--- src/sv/spis_pkg.sv ---
// shared definitions for the scripted pad input sequencer
// store geometry, entry layout, op codes and the store access bundle
// no dependencies
package spis_pkg;

	localparam int STORE_DEPTH = 1024;
	localparam int ADDR_W      = $clog2(STORE_DEPTH);
	localparam int CNT_W       = $clog2(STORE_DEPTH + 1);

	localparam logic [2:0] OP_WAIT    = 3'd0;
	localparam logic [2:0] OP_PRESS   = 3'd1;
	localparam logic [2:0] OP_HOLD    = 3'd2;
	localparam logic [2:0] OP_RELEASE = 3'd3;
	localparam logic [2:0] OP_STICK   = 3'd4;

	localparam logic CMD_LOAD = 1'b0;
	localparam logic CMD_READ = 1'b1;

	localparam logic MODE_SCRIPT = 1'b0;
	localparam logic MODE_MOVIE  = 1'b1;

	typedef struct packed {
		logic [2:0]         op;
		logic [15:0]        buttons;
		logic signed [7:0]  sx;
		logic signed [7:0]  sy;
		logic signed [16:0] count;
	} entry_t;

	typedef struct packed {
		logic              we;
		logic [ADDR_W-1:0] waddr;
		entry_t            wdata;
		logic              re;
		logic [ADDR_W-1:0] raddr;
	} mem_req_t;

endpackage

--- src/sv/spis_seq.sv ---
// playback sequencer: appends entries, walks the script one entry at a time,
// merges script or movie state into the live pad; depends on spis_pkg
module spis_seq (
	input  logic                     clk,
	input  logic                     arst_n,
	input  logic                     play_mode,
	input  logic                     start,
	output logic                     busy,
	input  logic                     command,
	input  logic [2:0]               entry_op,
	input  logic [15:0]              entry_buttons,
	input  logic signed [7:0]        entry_stick_x,
	input  logic signed [7:0]        entry_stick_y,
	input  logic signed [16:0]       entry_count,
	input  logic [15:0]              pad_buttons,
	input  logic signed [7:0]        pad_stick_x,
	input  logic signed [7:0]        pad_stick_y,
	output logic                     out_valid,
	output logic [15:0]              out_buttons,
	output logic signed [7:0]        out_stick_x,
	output logic signed [7:0]        out_stick_y,
	output logic                     finished,
	output logic                     load_rejected,
	output spis_pkg::mem_req_t       mem_req,
	input  spis_pkg::entry_t         rd_entry
);
	import spis_pkg::*;

	typedef enum logic [3:0] {
		ST_IDLE  = 4'b0001,
		ST_SCAN  = 4'b0010,
		ST_EXEC  = 4'b0100,
		ST_MOVIE = 4'b1000
	} seq_state_t;

	function automatic logic [15:0] nonneg(input logic signed [16:0] c);
		return c[16] ? 16'd0 : c[15:0];
	endfunction

	seq_state_t         state_q;
	logic [CNT_W-1:0]   cnt_q;
	logic [CNT_W-1:0]   pos_q;
	logic [15:0]        rr_q;
	logic [15:0]        pressed_q;
	logic [15:0]        held_q;
	logic [15:0]        stick_q;
	logic signed [16:0] timer_q;
	logic               done_q;

	logic [15:0]        pad_btn_q;
	logic signed [7:0]  pad_sx_q;
	logic signed [7:0]  pad_sy_q;

	logic               out_valid_q;
	logic [15:0]        out_btn_q;
	logic signed [7:0]  out_sx_q;
	logic signed [7:0]  out_sy_q;
	logic               fin_q;
	logic               rej_q;

	logic               accept;
	logic               full;
	logic               pos_lt;
	logic               scan_more;
	logic               stick_on;
	logic               timer_pos;

	logic               emit;
	logic [15:0]        res_btn;
	logic signed [7:0]  res_sx;
	logic signed [7:0]  res_sy;
	logic               res_fin;
	logic               res_rej;

	assign accept    = start && (state_q == ST_IDLE);
	assign full      = (cnt_q == CNT_W'(STORE_DEPTH));
	assign pos_lt    = (pos_q < cnt_q);
	assign scan_more = (rr_q == 16'd0) && pos_lt;
	assign stick_on  = (timer_q != 17'sd0);
	assign timer_pos = !timer_q[16] && stick_on;
	assign busy      = (state_q != ST_IDLE);

	assign mem_req.we    = accept && (command == CMD_LOAD) && !full;
	assign mem_req.waddr = cnt_q[ADDR_W-1:0];
	assign mem_req.wdata = '{op: entry_op, buttons: entry_buttons, sx: entry_stick_x,
		sy: entry_stick_y, count: entry_count};
	assign mem_req.re    = (accept && (command == CMD_READ) && (play_mode == MODE_MOVIE))
		|| ((state_q == ST_SCAN) && scan_more);
	assign mem_req.raddr = pos_q[ADDR_W-1:0];

	// result of the transaction that finishes in this cycle, if any
	always_comb begin
		emit    = 1'b0;
		res_btn = pad_buttons;
		res_sx  = pad_stick_x;
		res_sy  = pad_stick_y;
		res_fin = done_q;
		res_rej = 1'b0;
		case (state_q)
			ST_IDLE: begin
				if (start) begin
					if (command == CMD_LOAD) begin
						emit    = 1'b1;
						res_btn = 16'd0;
						res_sx  = 8'sd0;
						res_sy  = 8'sd0;
						res_fin = 1'b0;
						res_rej = full;
					end else if (cnt_q == '0) begin
						emit = 1'b1;
					end else if (play_mode == MODE_MOVIE) begin
						if (!pos_lt) begin
							emit    = 1'b1;
							res_fin = 1'b1;
						end
					end else if (done_q) begin
						emit = 1'b1;
					end
				end
			end
			ST_SCAN: begin
				emit    = !scan_more;
				res_btn = pad_btn_q | held_q | ((rr_q != 16'd0) ? pressed_q : 16'd0);
				res_sx  = stick_on ? stick_q[7:0] : pad_sx_q;
				res_sy  = stick_on ? stick_q[15:8] : pad_sy_q;
				res_fin = done_q || (rr_q == 16'd0);
			end
			ST_MOVIE: begin
				emit    = 1'b1;
				res_btn = pad_btn_q | rd_entry.buttons;
				if (rd_entry.sx != 8'sd0 || rd_entry.sy != 8'sd0) begin
					res_sx = rd_entry.sx;
					res_sy = rd_entry.sy;
				end else begin
					res_sx = pad_sx_q;
					res_sy = pad_sy_q;
				end
			end
			default: begin
				emit = 1'b0;
			end
		endcase
	end

	always_ff @(posedge clk or negedge arst_n) begin
		if (!arst_n) begin
			state_q   <= ST_IDLE;
			cnt_q     <= '0;
			pos_q     <= '0;
			rr_q      <= '0;
			pressed_q <= '0;
			held_q    <= '0;
			stick_q   <= '0;
			timer_q   <= -17'sd1;
			done_q    <= 1'b0;
		end else begin
			case (state_q)
				ST_IDLE: begin
					if (start) begin
						if (command == CMD_LOAD) begin
							if (!full) begin
								cnt_q <= cnt_q + CNT_W'(1);
							end
							done_q <= 1'b0;
						end else if (cnt_q != '0) begin
							if (play_mode == MODE_MOVIE) begin
								if (pos_lt) begin
									state_q <= ST_MOVIE;
								end else begin
									done_q <= 1'b1;
								end
							end else if (!done_q) begin
								state_q <= ST_SCAN;
							end
						end
					end
				end
				ST_SCAN: begin
					if (scan_more) begin
						state_q <= ST_EXEC;
					end else begin
						if (rr_q != 16'd0) begin
							rr_q <= rr_q - 16'd1;
							if (rr_q == 16'd1) begin
								pressed_q <= '0;
							end
						end else begin
							// nothing left to wait on and the store is used up
							done_q <= 1'b1;
						end
						if (timer_pos) begin
							timer_q <= timer_q - 17'sd1;
							if (timer_q == 17'sd1) begin
								stick_q <= '0;
							end
						end
						state_q <= ST_IDLE;
					end
				end
				ST_EXEC: begin
					case (rd_entry.op)
						OP_WAIT: begin
							rr_q <= nonneg(rd_entry.count);
						end
						OP_PRESS: begin
							pressed_q <= rd_entry.buttons;
							rr_q      <= nonneg(rd_entry.count);
						end
						OP_HOLD: begin
							held_q <= held_q | rd_entry.buttons;
						end
						OP_RELEASE: begin
							held_q <= held_q & ~rd_entry.buttons;
						end
						OP_STICK: begin
							stick_q <= {rd_entry.sy, rd_entry.sx};
							timer_q <= rd_entry.count;
						end
						default: begin
							rr_q <= rr_q;
						end
					endcase
					pos_q   <= pos_q + CNT_W'(1);
					state_q <= ST_SCAN;
				end
				ST_MOVIE: begin
					pos_q   <= pos_q + CNT_W'(1);
					state_q <= ST_IDLE;
				end
				default: begin
					state_q <= ST_IDLE;
				end
			endcase
		end
	end

	// live pad captured with the transaction
	always_ff @(posedge clk) begin
		if (accept) begin
			pad_btn_q <= pad_buttons;
			pad_sx_q  <= pad_stick_x;
			pad_sy_q  <= pad_stick_y;
		end
	end

	always_ff @(posedge clk or negedge arst_n) begin
		if (!arst_n) begin
			out_valid_q <= 1'b0;
		end else begin
			out_valid_q <= emit;
		end
	end

	always_ff @(posedge clk) begin
		if (emit) begin
			out_btn_q <= res_btn;
			out_sx_q  <= res_sx;
			out_sy_q  <= res_sy;
			fin_q     <= res_fin;
			rej_q     <= res_rej;
		end
	end

	assign out_valid     = out_valid_q;
	assign out_buttons   = out_btn_q;
	assign out_stick_x   = out_sx_q;
	assign out_stick_y   = out_sy_q;
	assign finished      = fin_q;
	assign load_rejected = rej_q;

endmodule

--- config.mk ---
export PLATFORM = sky130hd
export DESIGN_NAME = spis_seq
export DESIGN_NICKNAME = d
export VERILOG_FILES = /design/src/sv/spis_pkg.sv /design/src/sv/spis_seq.sv
export SDC_FILE = /design/constraint.sdc
export NUM_CORES = 1
export LEC_CHECK = 0
export ABC_AREA = 0
export BUFFER_PORTS_ARGS = -buffer_cell sky130_fd_sc_hd__buf_2
export CAP_MARGIN = 10
export CORE_ASPECT_RATIO = 0.5
export CORE_UTILIZATION = 45
export CTS_BUF_LIST = sky130_fd_sc_hd__clkbuf_8
export CTS_CLUSTER_DIAMETER = 120
export DETAILED_ROUTE_END_ITERATION = 10
export GPL_TIMING_DRIVEN = 0
export PLACE_DENSITY = 0.73
export REMOVE_ABC_BUFFERS = 1
export SLEW_MARGIN = 10
export SYNTH_ARGS = -nofsm -noshare
export SYNTH_HDL_FRONTEND = slang
export SYNTH_SLANG_ARGS = --single-unit
--- constraint.sdc ---
create_clock -name clk -period 3.25 [get_ports clk]
set_input_delay 0.65 -clock clk [delete_from_list [all_inputs] [get_ports clk]]
set_output_delay 0.65 -clock clk [all_outputs]
set_load 0.02 [all_outputs]
==> metrics <==
critical path cell sequence inv_1 > ha_1 > a21oi_2 > o21ai_1 > a221o_2 > or3_4 > o21ai_0 > buf_2; worst-path cell with the longest stage delay dfrtp_2; number of nets still failing antenna checks after routing 0; kind of launch point of the worst setup path flop; FF+latch count, synth 175; hold_buf cts 0; number of enable-type register cells in the synthesized netlist 66; total cell area at the placement stage 9840 µm²; number of port buffers 146; Pre-antenna DRT Iters 8; cell area after synthesis 9270 µm²; most frequent standard cell in the layout excluding fill and tap cells buf_2; Worst Max-Slew Pin Slew 1.11 ns; arrival time at the worst endpoint 2.53 ns; Total Wirelength 26.7 mm; Bufs on Longest Clock Path 2; element type at the critical path end output pin; count of final setup violators 0; shortest period the worst path allows 3.18 ns; fraction of layout cells with a size suffix above 1 0.276; count of mapped cells out of synthesis 919; largest voltage drop on the vdd net 232 µV; y dimension of the die 104 µm; width of the die 205 µm; initial antenna violation count 1; Inserted Clock Buffers 17; highest clock frequency the design can meet 315 MHz; Post-Syn Area per Cell 10.1 µm²; max-slew violation count 0; total overflow reported by the global router 0; clock slew at the register clock pins of the worst setup and hold paths 0.09 ns; number of DRC violations after detailed routing 0; required time at the endpoint of the critical path 2.60 ns; post-synth cell types 69; maximum capacitance violations 0; type of the tightest min-delay check input pin to asynchronous set/reset pin; Routed wire per std cell 20.9 µm; starting utilization of the core area 0.468; Ys Warns 0; vias after detailed routing 7,540; Non-Filler Cell Area, Final 10,400 µm²; Die Footprint 21,200 µm²; CTS tree built; gp weighted congestion 0.860; power per cell area 692 nW/µm²; number of hold violations in the final report 0; final standard cell utilization of the core 0.527; initial detailed-routing violation count 627; most frequently used flop master after synthesis dfrtp_1; leakage power 4.44 nW; sum of negative setup slack 0 ns; clock tree root driver cell clkbuf_8; maximum net fanout on the critical path 3; clock tree sinks 175; final net count 1,160; total number of H-tree levels 4; Fillers 1,747; leading cell types in the layout, fill and taps excluded buf_2 (146), nand2_1 (121), dfrtp_1 (86); insertion delay of the later-clocked pin in the worst-skew pair 0.48 ns; wire length of the first global-routing pass 41.0 mm; final clock period utilization by the worst path 0.978; Total Routing Usage GR 0.254; cell row count 36; Top-Level Pins 251; maximum number of pins on one net before global-route repair 79; register area share after synthesis 0.510; area delta synth->final 12.6%; final worst slack 0.0710 ns; worst-case clock skew 0.0154 ns; Max transition margin 0.257; floorplan core area 19,800 µm²; post-layout power 7.23 mW; setup repair after global routing missed its margin false; fraction of synthesis flops using an asynchronous set or reset pin 0.623; via-per-instance ratio 5.89; result of the run finished, final reports clean; maximum single-stage delay on the critical path 0.43 ns; via count of the first global-routing pass 7,174; dpl ws -2.00 ns; post-detail-place hpwl 18.8 mm; Setup Crit Path Kind flop to output pin
==> state kept, by name, summed over array words and instances, names as in the netlist, 11 cells and up, named ones only <==
signal,cells
timer_q,17
out_buttons,16
pad_btn_q,16
pressed_q,16
rr_q,16
stick_q,16
cnt_q,11
pos_q,11
==> synth_stat cells (all sizes together) (2+ instances only) <==
library cell	n	share of area
nand2	122	0.050
dfrtp	91	0.25
buf	85	0.068
o21ai	82	0.044
a21oi	75	0.040
edfxtp	66	0.21
nor2	39	0.016
clkbuf	32	0.013
inv	28	0.011
nor4	19	0.017
a31oi	18	0.012
dfstp	18	0.051
ha	18	0.024
o221ai	18	0.018
mux2i	17	0.018
o211ai	17	0.014
xnor2	17	0.016
a211oi	16	0.013
and3	16	0.011
nor3	16	0.0086
a21o	13	0.011
nand4	12	0.0081
nand3	11	0.0059
nor4b	7	0.0096
o22ai	6	0.0040
or3	6	0.0046
a22o	5	0.0047
nor3b	4	0.0057
or4b	4	0.0043
a22oi	3	0.0024
nor2b	3	0.0020
or2	3	0.0020
or4	3	0.0028
xor2	3	0.0028
a32oi	2	0.0019
a41o	2	0.0022
and4	2	0.0019
nand2b	2	0.0013
o22a	2	0.0019
o32ai	2	0.0019
or3b	2	0.0019
==> layout make-up <==
class,instances,area [µm²],share of cell area
clock buffers,17,234,0.0224
multi-input cells,599,3810,0.365
inverters,28,105,0.0101
clock inverters,15,124,0.0119
well taps,266,333,0.0319
repair buffers,180,1090,0.105
flip-flops and latches,175,4740,0.454
diodes,1,2.50,0.000240
==> worst max-delay path, delay by kind of cell (launching register included) <==
family	cells	cell delay [ns]
and+or+nand+nor	1	0.35
buffers and inverters	2	0.27
AOI/OAI and AO/OA	4	0.77
adders and majority gates	1	0.25
DFF	1	0.43
==> what timing repair did <==
item                                   CTS  global route
gates cloned                             1             0
setup endpoints to repair              120            40
endpoints found under the hold margin    0             0
resized for setup                       11            14
setup buffers                            9             8
pin swaps                                2             4
==> routing by layer <==
metal	wire length, µm	share of wire	global-route usage	vias up
li1	-	-	-	3460
met1	11800	0.44	0.347	3732
met2	11500	0.43	0.354	313
met3	2950	0.11	0.115	33
met4	370	0.014	0.0746	2
met5	110	0.0041	0.0595	-
==> per-stage QoR <==
step | hold slack, ns | std cells
floorplan | 0.354 | 801
global placement | 0.458 | 1213
detailed placement | 0.465 | 1230
CTS | 0.0396 | 1272
global route | 0.0509 | 1280
finish | 0.0546 | 1281
==> final timing paths <==
check                                  startpoint                       to  slack (ns)  cells after the start
min in group clk                  pad_buttons[15]  pad_btn_q[15]$_DFFE_PP_        0.36                      1
setup reg to reg           state_q[1]$_DFFE_PN0P_                     flop        0.30                      6
hold reg to reg             pos_q[10]$_DFFE_PN0P_    pos_q[10]$_DFFE_PN0P_        0.48                      1
setup / recovery             cnt_q[4]$_DFFE_PN0P_              mem_req[10]        0.07                      8
hold / removal                             arst_n     pos_q[2]$_DFFE_PN0P_        0.05                      1
max in group asynchronous                  arst_n  timer_q[16]$_DFFE_PN1P_        2.48                      2
==> logic make-up (layout without fill, tap and decap cells) <==
logic type / after synthesis / in the layout / share of synthesized area
AO/OA/AOI/OAI: 269 / 269 / 0.180
other: 0 / 1 / 0
multiplexers: 18 / 18 / 0.0196
buffers and inverters: 146 / 240 / 0.0928
flip-flops: 175 / 175 / 0.510
AND/OR/NAND/NOR: 273 / 274 / 0.154
adder cells (fa/ha/maj): 18 / 18 / 0.0243
XOR/XNOR: 20 / 20 / 0.0189
==> where the power goes <==
part	internal [mW]	switching [mW]
combinational	0.949	1.48
clock	0.598	0.827
sequential	2.92	0.451
total	4.47	2.76
No activity file was read; power rests on OpenSTA's default activity.
